===== src/sv/aapl_pkg.sv =====
// ----------------------------------------------------------------------------
// aapl_pkg
// Shared types and widths for the all-pairs box overlap filter.
// ----------------------------------------------------------------------------
package aapl_pkg;

    localparam int POS_W   = 24;
    localparam int SIZE_W  = 23;
    localparam int LAYER_W = 3;
    localparam int INDEX_W = 3;
    localparam int COUNT_W = 4;
    localparam int MASK_W  = 64;

    typedef struct packed {
        logic signed [POS_W-1:0]  pos_x;
        logic signed [POS_W-1:0]  pos_y;
        logic signed [POS_W-1:0]  pos_z;
        logic        [SIZE_W-1:0] size_x;
        logic        [SIZE_W-1:0] size_y;
        logic        [SIZE_W-1:0] size_z;
        logic        [LAYER_W-1:0] layer;
    } box_t;

    typedef struct packed {
        logic               load;
        logic               scan;
        logic [INDEX_W-1:0] idx;
        logic [COUNT_W-1:0] count;
    } cmd_ctl_t;

    typedef struct packed {
        cmd_ctl_t ctl;
        box_t     box;
    } cmd_t;

endpackage


===== src/sv/aapl_if.sv =====
// ----------------------------------------------------------------------------
// aapl_if
// Valid/ready channels: object input, pair output, layer mask write.
// ----------------------------------------------------------------------------
interface aapl_obj_if;
    logic                valid;
    logic                ready;
    logic signed [23:0]  pos_x;
    logic signed [23:0]  pos_y;
    logic signed [23:0]  pos_z;
    logic        [22:0]  size_x;
    logic        [22:0]  size_y;
    logic        [22:0]  size_z;
    logic        [2:0]   layer;
    logic                last_object;

    modport source (
        output valid, pos_x, pos_y, pos_z, size_x, size_y, size_z, layer, last_object,
        input  ready
    );
    modport sink (
        input  valid, pos_x, pos_y, pos_z, size_x, size_y, size_z, layer, last_object,
        output ready
    );
endinterface

interface aapl_pair_if;
    logic       valid;
    logic       ready;
    logic [2:0] first_index;
    logic [2:0] second_index;
    logic       pair_valid;
    logic       last;

    modport source (
        output valid, first_index, second_index, pair_valid, last,
        input  ready
    );
    modport sink (
        input  valid, first_index, second_index, pair_valid, last,
        output ready
    );
endinterface

interface aapl_cfg_if;
    logic        valid;
    logic        ready;
    logic [63:0] data;

    modport source (
        output valid, data,
        input  ready
    );
    modport sink (
        input  valid, data,
        output ready
    );
endinterface


===== src/sv/aapl_front.sv =====
// ----------------------------------------------------------------------------
// aapl_front
// Accepts objects, assigns store slots and issues load/scan commands.
// ----------------------------------------------------------------------------
module aapl_front #(
    parameter int MAX_OBJECTS = 8
) (
    input  logic           clk,
    input  logic           rst_n,
    aapl_obj_if.sink       obj,
    output logic           push_valid,
    input  logic           push_ready,
    output aapl_pkg::cmd_t push_cmd
);
    import aapl_pkg::*;

    logic [COUNT_W-1:0] count_reg;
    logic [COUNT_W-1:0] count_next;
    logic               keep;
    logic               accept;

    assign keep       = count_reg < COUNT_W'(MAX_OBJECTS);
    assign obj.ready  = push_ready;
    assign accept     = obj.valid && push_ready;
    // drop objects past capacity unless they close the set
    assign push_valid = obj.valid && (keep || obj.last_object);

    always_comb
    begin
        push_cmd.box.pos_x  = obj.pos_x;
        push_cmd.box.pos_y  = obj.pos_y;
        push_cmd.box.pos_z  = obj.pos_z;
        push_cmd.box.size_x = obj.size_x;
        push_cmd.box.size_y = obj.size_y;
        push_cmd.box.size_z = obj.size_z;
        push_cmd.box.layer  = obj.layer;
        push_cmd.ctl.load   = keep;
        push_cmd.ctl.scan   = obj.last_object;
        push_cmd.ctl.idx    = count_reg[INDEX_W-1:0];
        push_cmd.ctl.count  = keep ? count_reg + COUNT_W'(1) : count_reg;
    end

    always_comb
    begin
        count_next = count_reg;
        if (accept)
        begin
            if (obj.last_object)
                count_next = '0;
            else if (keep)
                count_next = count_reg + COUNT_W'(1);
        end
    end

    always_ff @(posedge clk or negedge rst_n)
    begin
        if (!rst_n)
            count_reg <= '0;
        else
            count_reg <= count_next;
    end

endmodule


===== src/sv/aapl_queue.sv =====
// ----------------------------------------------------------------------------
// aapl_queue
// Two-entry command queue between front and back.
// ----------------------------------------------------------------------------
module aapl_queue (
    input  logic           clk,
    input  logic           rst_n,
    input  logic           push_valid,
    output logic           push_ready,
    input  aapl_pkg::cmd_t push_cmd,
    output logic           pop_valid,
    input  logic           pop_ready,
    output aapl_pkg::cmd_t pop_cmd
);
    import aapl_pkg::*;

    cmd_t       entry_reg [2];
    logic       wr_ptr_reg;
    logic       wr_ptr_next;
    logic       rd_ptr_reg;
    logic       rd_ptr_next;
    logic [1:0] fill_reg;
    logic [1:0] fill_next;
    logic       do_push;
    logic       do_pop;

    assign push_ready = fill_reg != 2'd2;
    assign pop_valid  = fill_reg != 2'd0;
    assign pop_cmd    = entry_reg[rd_ptr_reg];
    assign do_push    = push_valid && push_ready;
    assign do_pop     = pop_valid && pop_ready;

    always_comb
    begin
        wr_ptr_next = do_push ? ~wr_ptr_reg : wr_ptr_reg;
        rd_ptr_next = do_pop ? ~rd_ptr_reg : rd_ptr_reg;
        fill_next   = fill_reg + 2'(do_push) - 2'(do_pop);
    end

    always_ff @(posedge clk or negedge rst_n)
    begin
        if (!rst_n)
        begin
            wr_ptr_reg <= 1'b0;
            rd_ptr_reg <= 1'b0;
            fill_reg   <= 2'd0;
        end
        else
        begin
            wr_ptr_reg <= wr_ptr_next;
            rd_ptr_reg <= rd_ptr_next;
            fill_reg   <= fill_next;
        end
    end

    always_ff @(posedge clk)
    begin
        if (do_push)
            entry_reg[wr_ptr_reg] <= push_cmd;
    end

endmodule


===== src/sv/aapl_back.sv =====
// ----------------------------------------------------------------------------
// aapl_back
// Holds the box store and the layer mask, scans all pairs, emits results.
// ----------------------------------------------------------------------------
module aapl_back #(
    parameter int MAX_OBJECTS = 8,
    parameter int NUM_LAYERS  = 8
) (
    input  logic           clk,
    input  logic           rst_n,
    input  logic           pop_valid,
    output logic           pop_ready,
    input  aapl_pkg::cmd_t pop_cmd,
    aapl_cfg_if.sink       cfg,
    aapl_pair_if.source    pair
);
    import aapl_pkg::*;

    localparam int IDX_W  = $clog2(MAX_OBJECTS);
    localparam int SPAN_W = POS_W + 2;

    typedef enum logic [4:0] {
        S_IDLE = 5'b00001,
        S_READ = 5'b00010,
        S_SPAN = 5'b00100,
        S_EVAL = 5'b01000,
        S_END  = 5'b10000
    } state_t;

    typedef struct packed {
        logic signed [SPAN_W-1:0] lo;
        logic signed [SPAN_W-1:0] hi;
    } span_t;

    function automatic span_t make_span(logic signed [POS_W-1:0] p,
                                        logic [SIZE_W-1:0] s);
        span_t                    r;
        logic signed [SPAN_W-1:0] c;
        logic signed [SPAN_W-1:0] h;
        c    = SPAN_W'(p) <<< 1;
        h    = $signed({3'b000, s});
        r.lo = c - h;
        r.hi = c + h;
        return r;
    endfunction

    function automatic logic touch(span_t a, span_t b);
        return (a.lo <= b.hi) && (a.hi >= b.lo);
    endfunction

    state_t             state_reg;
    state_t             state_next;
    logic [INDEX_W-1:0] i_reg;
    logic [INDEX_W-1:0] i_next;
    logic [INDEX_W-1:0] j_reg;
    logic [INDEX_W-1:0] j_next;
    logic [COUNT_W-1:0] n_reg;
    logic [COUNT_W-1:0] n_next;
    logic [MASK_W-1:0]  mask_reg;

    box_t  mem [MAX_OBJECTS];
    box_t  rd_a_reg;
    box_t  rd_b_reg;
    span_t ax_reg, ay_reg, az_reg;
    span_t bx_reg, by_reg, bz_reg;
    logic  layer_ok_reg;
    logic  layer_ok_next;

    logic               out_valid_reg;
    logic               out_valid_next;
    logic [INDEX_W-1:0] out_first_reg;
    logic [INDEX_W-1:0] out_second_reg;
    logic               out_pair_reg;
    logic               out_last_reg;
    logic               load_pair;
    logic               load_end;
    logic               slot_free;
    logic               hit;
    logic               do_pop;

    assign cfg.ready         = 1'b1;
    assign pair.valid        = out_valid_reg;
    assign pair.first_index  = out_first_reg;
    assign pair.second_index = out_second_reg;
    assign pair.pair_valid   = out_pair_reg;
    assign pair.last         = out_last_reg;

    assign pop_ready = state_reg == S_IDLE;
    assign do_pop    = pop_valid && pop_ready;
    assign slot_free = !out_valid_reg || pair.ready;

    assign layer_ok_next = (COUNT_W'(rd_a_reg.layer) < COUNT_W'(NUM_LAYERS))
                        && (COUNT_W'(rd_b_reg.layer) < COUNT_W'(NUM_LAYERS))
                        && mask_reg[{rd_a_reg.layer, rd_b_reg.layer}];

    assign hit = layer_ok_reg && touch(ax_reg, bx_reg) && touch(ay_reg, by_reg)
              && touch(az_reg, bz_reg);

    always_comb
    begin
        state_next = state_reg;
        i_next     = i_reg;
        j_next     = j_reg;
        n_next     = n_reg;
        load_pair  = 1'b0;
        load_end   = 1'b0;
        case (state_reg)
            S_IDLE:
            begin
                if (do_pop && pop_cmd.ctl.scan)
                begin
                    n_next = pop_cmd.ctl.count;
                    i_next = '0;
                    j_next = INDEX_W'(1);
                    state_next = (pop_cmd.ctl.count < COUNT_W'(2)) ? S_END : S_READ;
                end
            end
            S_READ:
            begin
                state_next = S_SPAN;
            end
            S_SPAN:
            begin
                state_next = S_EVAL;
            end
            S_EVAL:
            begin
                if (!hit || slot_free)
                begin
                    load_pair = hit;
                    if (COUNT_W'(j_reg) + COUNT_W'(1) < n_reg)
                    begin
                        j_next     = j_reg + INDEX_W'(1);
                        state_next = S_READ;
                    end
                    else if (COUNT_W'(i_reg) + COUNT_W'(2) < n_reg)
                    begin
                        i_next     = i_reg + INDEX_W'(1);
                        j_next     = i_reg + INDEX_W'(2);
                        state_next = S_READ;
                    end
                    else
                    begin
                        state_next = S_END;
                    end
                end
            end
            S_END:
            begin
                if (slot_free)
                begin
                    load_end   = 1'b1;
                    state_next = S_IDLE;
                end
            end
            default:
            begin
                state_next = S_IDLE;
            end
        endcase
    end

    always_comb
    begin
        out_valid_next = out_valid_reg;
        if (pair.ready)
            out_valid_next = 1'b0;
        if (load_pair || load_end)
            out_valid_next = 1'b1;
    end

    always_ff @(posedge clk or negedge rst_n)
    begin
        if (!rst_n)
        begin
            state_reg     <= S_IDLE;
            i_reg         <= '0;
            j_reg         <= '0;
            n_reg         <= '0;
            mask_reg      <= '0;
            out_valid_reg <= 1'b0;
        end
        else
        begin
            state_reg     <= state_next;
            i_reg         <= i_next;
            j_reg         <= j_next;
            n_reg         <= n_next;
            out_valid_reg <= out_valid_next;
            if (cfg.valid)
                mask_reg <= cfg.data;
        end
    end

    // store write and registered dual read
    always_ff @(posedge clk)
    begin
        if (do_pop && pop_cmd.ctl.load)
            mem[pop_cmd.ctl.idx[IDX_W-1:0]] <= pop_cmd.box;
        rd_a_reg <= mem[i_reg[IDX_W-1:0]];
        rd_b_reg <= mem[j_reg[IDX_W-1:0]];
    end

    always_ff @(posedge clk)
    begin
        ax_reg       <= make_span(rd_a_reg.pos_x, rd_a_reg.size_x);
        ay_reg       <= make_span(rd_a_reg.pos_y, rd_a_reg.size_y);
        az_reg       <= make_span(rd_a_reg.pos_z, rd_a_reg.size_z);
        bx_reg       <= make_span(rd_b_reg.pos_x, rd_b_reg.size_x);
        by_reg       <= make_span(rd_b_reg.pos_y, rd_b_reg.size_y);
        bz_reg       <= make_span(rd_b_reg.pos_z, rd_b_reg.size_z);
        layer_ok_reg <= layer_ok_next;
    end

    always_ff @(posedge clk)
    begin
        if (load_pair)
        begin
            out_first_reg  <= i_reg;
            out_second_reg <= j_reg;
            out_pair_reg   <= 1'b1;
            out_last_reg   <= 1'b0;
        end
        else if (load_end)
        begin
            out_first_reg  <= '0;
            out_second_reg <= '0;
            out_pair_reg   <= 1'b0;
            out_last_reg   <= 1'b1;
        end
    end

endmodule


===== src/sv/aabb_all_pairs_layer_filter_unit.sv =====
// A load passes the command queue register into the store while the scanner idles;
// during a scan it waits in the 2-entry command queue, and the input stalls once it fills.
// Loads are taken one per cycle while the queue has room; each pair of a scan passes
// the read, span and compare states. The scan covers P = n(n-1)/2 pairs (28 for n = 8)
// before the end item; a result that waits on the output stalls the scan and end item.
// Reset clears count, queue, scan state, output valid and layer mask, not the box store.
// ----------------------------------------------------------------------------
// aabb_all_pairs_layer_filter_unit
// Top level: front classifier, command queue and pair scanner.
// ----------------------------------------------------------------------------
module aabb_all_pairs_layer_filter_unit #(
    parameter int MAX_OBJECTS = 8,
    parameter int NUM_LAYERS  = 8
) (
    input  logic        clk,
    input  logic        rst_n,
    aapl_obj_if.sink    obj,
    aapl_cfg_if.sink    cfg,
    aapl_pair_if.source pair
);
    import aapl_pkg::*;

    logic push_valid;
    logic push_ready;
    cmd_t push_cmd;
    logic pop_valid;
    logic pop_ready;
    cmd_t pop_cmd;

    aapl_front #(
        .MAX_OBJECTS (MAX_OBJECTS)
    ) u_front (
        .clk        (clk),
        .rst_n      (rst_n),
        .obj        (obj),
        .push_valid (push_valid),
        .push_ready (push_ready),
        .push_cmd   (push_cmd)
    );

    aapl_queue u_queue (
        .clk        (clk),
        .rst_n      (rst_n),
        .push_valid (push_valid),
        .push_ready (push_ready),
        .push_cmd   (push_cmd),
        .pop_valid  (pop_valid),
        .pop_ready  (pop_ready),
        .pop_cmd    (pop_cmd)
    );

    aapl_back #(
        .MAX_OBJECTS (MAX_OBJECTS),
        .NUM_LAYERS  (NUM_LAYERS)
    ) u_back (
        .clk       (clk),
        .rst_n     (rst_n),
        .pop_valid (pop_valid),
        .pop_ready (pop_ready),
        .pop_cmd   (pop_cmd),
        .cfg       (cfg),
        .pair      (pair)
    );

endmodule

===== src/flat_wrapper.sv =====
// flat-port wrapper written by rule: the top's interface ports become plain ports
module aabb_all_pairs_layer_filter_unit_flat import aapl_pkg::*;
#(
    parameter int MAX_OBJECTS = 8,
    parameter int NUM_LAYERS  = 8
)
  (clk, rst_n, obj_valid, obj_pos_x, obj_pos_y, obj_pos_z, obj_size_x, obj_size_y, obj_size_z, obj_layer, obj_last_object, obj_ready, cfg_valid, cfg_data, cfg_ready, pair_valid, pair_first_index, pair_second_index, pair_pair_valid, pair_last, pair_ready);
  aapl_obj_if obj_i ();
  aapl_cfg_if cfg_i ();
  aapl_pair_if pair_i ();
  input  logic clk;
  input  logic rst_n;
  input wire logic [$bits(obj_i.valid)-1:0] obj_valid;
  input wire logic [$bits(obj_i.pos_x)-1:0] obj_pos_x;
  input wire logic [$bits(obj_i.pos_y)-1:0] obj_pos_y;
  input wire logic [$bits(obj_i.pos_z)-1:0] obj_pos_z;
  input wire logic [$bits(obj_i.size_x)-1:0] obj_size_x;
  input wire logic [$bits(obj_i.size_y)-1:0] obj_size_y;
  input wire logic [$bits(obj_i.size_z)-1:0] obj_size_z;
  input wire logic [$bits(obj_i.layer)-1:0] obj_layer;
  input wire logic [$bits(obj_i.last_object)-1:0] obj_last_object;
  output wire logic [$bits(obj_i.ready)-1:0] obj_ready;
  input wire logic [$bits(cfg_i.valid)-1:0] cfg_valid;
  input wire logic [$bits(cfg_i.data)-1:0] cfg_data;
  output wire logic [$bits(cfg_i.ready)-1:0] cfg_ready;
  output wire logic [$bits(pair_i.valid)-1:0] pair_valid;
  output wire logic [$bits(pair_i.first_index)-1:0] pair_first_index;
  output wire logic [$bits(pair_i.second_index)-1:0] pair_second_index;
  output wire logic [$bits(pair_i.pair_valid)-1:0] pair_pair_valid;
  output wire logic [$bits(pair_i.last)-1:0] pair_last;
  input wire logic [$bits(pair_i.ready)-1:0] pair_ready;
  assign obj_i.valid = obj_valid;
  assign obj_i.pos_x = obj_pos_x;
  assign obj_i.pos_y = obj_pos_y;
  assign obj_i.pos_z = obj_pos_z;
  assign obj_i.size_x = obj_size_x;
  assign obj_i.size_y = obj_size_y;
  assign obj_i.size_z = obj_size_z;
  assign obj_i.layer = obj_layer;
  assign obj_i.last_object = obj_last_object;
  assign obj_ready = obj_i.ready;
  assign cfg_i.valid = cfg_valid;
  assign cfg_i.data = cfg_data;
  assign cfg_ready = cfg_i.ready;
  assign pair_valid = pair_i.valid;
  assign pair_first_index = pair_i.first_index;
  assign pair_second_index = pair_i.second_index;
  assign pair_pair_valid = pair_i.pair_valid;
  assign pair_last = pair_i.last;
  assign pair_i.ready = pair_ready;
  aabb_all_pairs_layer_filter_unit #(.MAX_OBJECTS(MAX_OBJECTS), .NUM_LAYERS(NUM_LAYERS)) u_core (.clk(clk), .rst_n(rst_n), .obj(obj_i), .cfg(cfg_i), .pair(pair_i));
endmodule

===== config.mk =====
export PLATFORM = sky130hd
export DESIGN_NAME = aabb_all_pairs_layer_filter_unit_flat
export DESIGN_NICKNAME = d
export VERILOG_FILES = /design/src/sv/aapl_pkg.sv /design/src/sv/aapl_if.sv /design/src/sv/aapl_front.sv /design/src/sv/aapl_queue.sv /design/src/sv/aapl_back.sv /design/src/sv/aabb_all_pairs_layer_filter_unit.sv /design/src/flat_wrapper.sv
export SDC_FILE = /design/constraint.sdc
export NUM_CORES = 2
export LEC_CHECK = 0
export BUFFER_PORTS_ARGS = -buffer_cell sky130_fd_sc_hd__buf_2
export CAP_MARGIN = 15
export CORE_MARGIN = 5
export CORE_UTILIZATION = 25
export CTS_CLUSTER_SIZE = 20
export DETAILED_ROUTE_END_ITERATION = 10
export HOLD_SLACK_MARGIN = 0.12
export PLACE_DENSITY_LB_ADDON = 0.25
export SYNTH_ARGS = -nofsm -noshare
export SYNTH_HDL_FRONTEND = slang
export SYNTH_SLANG_ARGS = --single-unit

===== constraint.sdc =====
create_clock -name clk -period 19.74 [get_ports clk]
set_input_delay 1.974 -clock clk [delete_from_list [all_inputs] [get_ports clk]]
set_output_delay 1.974 -clock clk [all_outputs]
set_load 0.02 [all_outputs]

==> results.py <==
metrics = {
    "run_status": {
        "status": "finished clean",
    },
    "clock_tree": {
        "clockBufferDepth": 4,
        "tritoncts": "built",
        "cts.sinks": 2149,
        "post-cts-setup-buffers": 0,
        "cts-htree-levels": 4,
        "ctsResizeCount": 0,
        "cts_buffers": 236,
        "clk_pin_slew_worst_paths_ns": 0.06,
        "cts_hold_buf": 0,
        "root_buffer": "clkbuf_16",
        "clk_latency_ns": 0.90,
    },
    "route": {
        "wl_per_cell_microns": 21.23,
        "drtPass1Iterations": 5,
        "ant_nets": 0,
        "num_vias": 51350,
        "drc": 0,
        "wirelength_mm": 244.7,
        "via_per_inst": 4.454,
        "drt_iter0_markers": 2657,
    },
    "global_routing": {
        "antenna_found_initial": 57,
        "gr-total-overflow": 0,
        "grt_pass1_wl_mm": 362.9,
        "grt_usage": 0.1207,
        "grt_max_degree": 114,
        "grt_pass1_vias": 54990,
    },
    "worst_hold_path": {
        "hp-class": "reg -> reg",
    },
    "die": {
        "start_util": 0.2505,
        "core_sq_um": 381700,
        "die_area_sq_um": 395000,
        "die_w_microns": 628.5,
        "rows": 227,
        "die_y_microns": 628.5,
        "io_pins": 225,
    },
    "synthesis": {
        "synthXorXnorAreaFrac": 0.02317,
        "yosys.area_share.simple": 0.03530,
        "synth_cells": 6019,
        "synth_area_sq_um": 95630,
        "synthMuxAreaShare": 0.2003,
        "synth_top_family_by_area": "multiplexers",
        "yosysUniqueCellTypes": 86,
        "yosysWarnings": 0,
        "synthArstFlopShare": 0.04095,
        "synth_fa_ha_area_frac": 0.05864,
        "syn_nets": 6674,
        "synth_compound_area_frac": 0.04681,
        "synth_edf_count": 1464,
        "ys_seq_area_frac": 0.6077,
        "ys.flop_type": "edfxtp_1",
        "avgSynthCellArea_sq_um": 15.89,
        "synth_seq_cells": 2149,
    },
    "sta": {
        "fin_skew_ns": 0.1209,
        "min_period_ns": 4.351,
        "tightest_slew_ns": 1.155,
        "drv_slew": 0,
        "max_slew_margin": 0.2302,
        "finalSetupTns_ns": 0,
        "fmax_mhz": 229.8,
        "hold_violations": 0,
        "setup_viol": 0,
        "postLayoutSetupSlackWorst_ns": 15.39,
        "timing.final.crit_share": 0.2204,
        "rsz0062_at_grt": "no",
    },
    "worst_setup_path": {
        "arrival_ns": 4.76,
        "start_kind": "flop",
        "cp_max_fo": 35,
        "crit_path_end_kind": "flop",
        "cp_top_family": "simple AND/OR/NAND/NOR gates",
        "crit_buf_inv": 2,
        "critPathSlowestCell": "buf_4",
        "critPathKind": "reg -> reg",
        "slowest_delay_ns": 0.68,
        "cp.required_ns": 20.15,
        "critical_path.cell_chain": "nor3_1 > nand2_1 > or2_2 > nor2_1 > nand2_1 > nor2_4 > buf_4 > buf_4",
    },
    "power": {
        "peakVddDrop_v": 0.00008234,
        "p_per_area_nw_per_um2": 140.2,
        "p_leak_uw": 0.03930,
    },
    "placement": {
        "gp_congestion": 0.8090,
        "port_buffers": 223,
        "pre_cts_ws_ns": 14.96,
        "hpwl_mm": 160.4,
    },
    "finish": {
        "drive_gt1_frac": 0.2769,
        "ff_latch_area_sq_um": 58140,
        "largest_reg_flops": 1152,
        "multiInputGateArea_sq_um": 34910,
        "fill_cells": 38120,
        "area_delta_synth_final_pct": 15.67,
        "num-nets-final": 6936,
    },
    "job": {
        "cap_violations": 0,
    },
}
## cells in the mapped netlist (12+ instances only)
master	count	area (sq um)
dfxtp_1	597	11950
fa_1	12	240.2
nor2_1	256	960.9
a221oi_1	16	140.1
or3_1	23	143.9
nand3_1	31	155.2
nor2b_1	47	294.0
mux4_2	597	13450
and3_1	23	143.9
xor2_1	60	525.5
o21bai_1	43	322.8
nand2b_1	40	250.2
nand2_1	101	379.1
a211oi_1	20	150.1
a21o_1	91	683.2
buf_1	77	289.0
o211ai_1	18	135.1
xnor2_1	193	1690
o21a_1	26	195.2
clkbuf_1	179	671.9
or2_2	13	81.33
a21boi_0	12	90.09
inv_1	443	1663
mux2_2	500	5630
edfxtp_1	1464	43960
a31oi_1	20	125.1
nand4_1	33	206.5
a21oi_1	205	1026
o31ai_1	15	112.6
nor3_1	65	325.3
ha_1	429	5368
o21ai_0	95	475.5
dfrtp_1	87	2177
## logic make-up (layout without fill, tap and decap cells)
family          Yosys count  count (layout)
xor+xnor                253             253
other cells               1              14
compound gates          670             670
fa+ha+maj               441             441
flops                  2149            2149
buf+inv                 710            1169
simple gates            690             690
mux                    1105            1105
## final cells by class
cell class	instances	area share
flip-flops and latches	2149	0.5256
multi-input cells	3160	0.3156
clock buffers	340	0.06089
well taps	5038	0.05699
repair buffers	290	0.01556
inverters	444	0.01507
clock inverters	95	0.009954
diodes	13	0.0002941
## cells in the final DEF (no fill, tap or decap), types with 60 or more instances in the layout
cell type,instances
o21ai_0,95
mux4_2,597
clkbuf_1,65
xnor2_1,193
clkbuf_16,242
nor3_1,65
ha_1,429
edfxtp_1,1464
buf_4,60
nor2_1,246
mux2_2,500
buf_2,222
a21oi_1,205
nand2_1,101
dfxtp_1,597
a21o_1,91
inv_1,443
xor2_1,60
dfrtp_1,80
## where the power goes
group	internal (uW)	switching [uW]	leakage [uW]
sequential	6190	443	0.0194
combinational	1800	2620	0.0161
clock	2660	1790	0.00383
total	10600	4860	0.0393
## layer usage
layer | GRT usage | share of wire
met5 | 0 | 0.00056
met3 | 0.01962 | 0.042
met4 | 0.02786 | 0.023
met2 | 0.2208 | 0.52
met1 | 0.1479 | 0.42
## per-stage QoR
| step | total power, uW | hold slack, ns | std cells | instance area (sq um) | utilization |
|---|---|---|---|---|---|
| 2_1_floorplan | 9770 | 0.3756 | 6019 | 95630 | - |
| 3_3_place_gp | 11170 | 0.3893 | 11080 | 102700 | 0.2692 |
| 3_5_place_dp | 11240 | 0.3904 | 11080 | 102700 | 0.2692 |
| 4_1_cts | 15790 | 0.3990 | 11520 | 110600 | 0.2897 |
| 5_1_grt | 16450 | 0.4075 | 11520 | 110600 | 0.2897 |
| 6_report | 15510 | 0.3944 | 11530 | 110600 | 0.2898 |
## worst paths after layout
kind	depth (start not counted)	startpoint	to	slack, ns
setup / recovery	8	u_core.u_back.state_reg[1]	u_core.u_back.mem[6][41]	15.39
hold / removal	0	u_core.u_back.rd_a_reg[26]	u_core.u_back.ay_reg[0]	0.39
setup reg to reg	8	u_core.u_back.state_reg[1]	u_core.u_back.mem[6][41]	15.39
hold reg to reg	0	u_core.u_back.rd_a_reg[26]	u_core.u_back.ay_reg[0]	0.39
max in group asynchronous	2	rst_n	u_core.u_queue.rd_ptr_reg	17.52
min in group asynchronous	1	rst_n	u_core.u_back.mask_reg[52]	1.10
(Power assumes the default switching activity.)
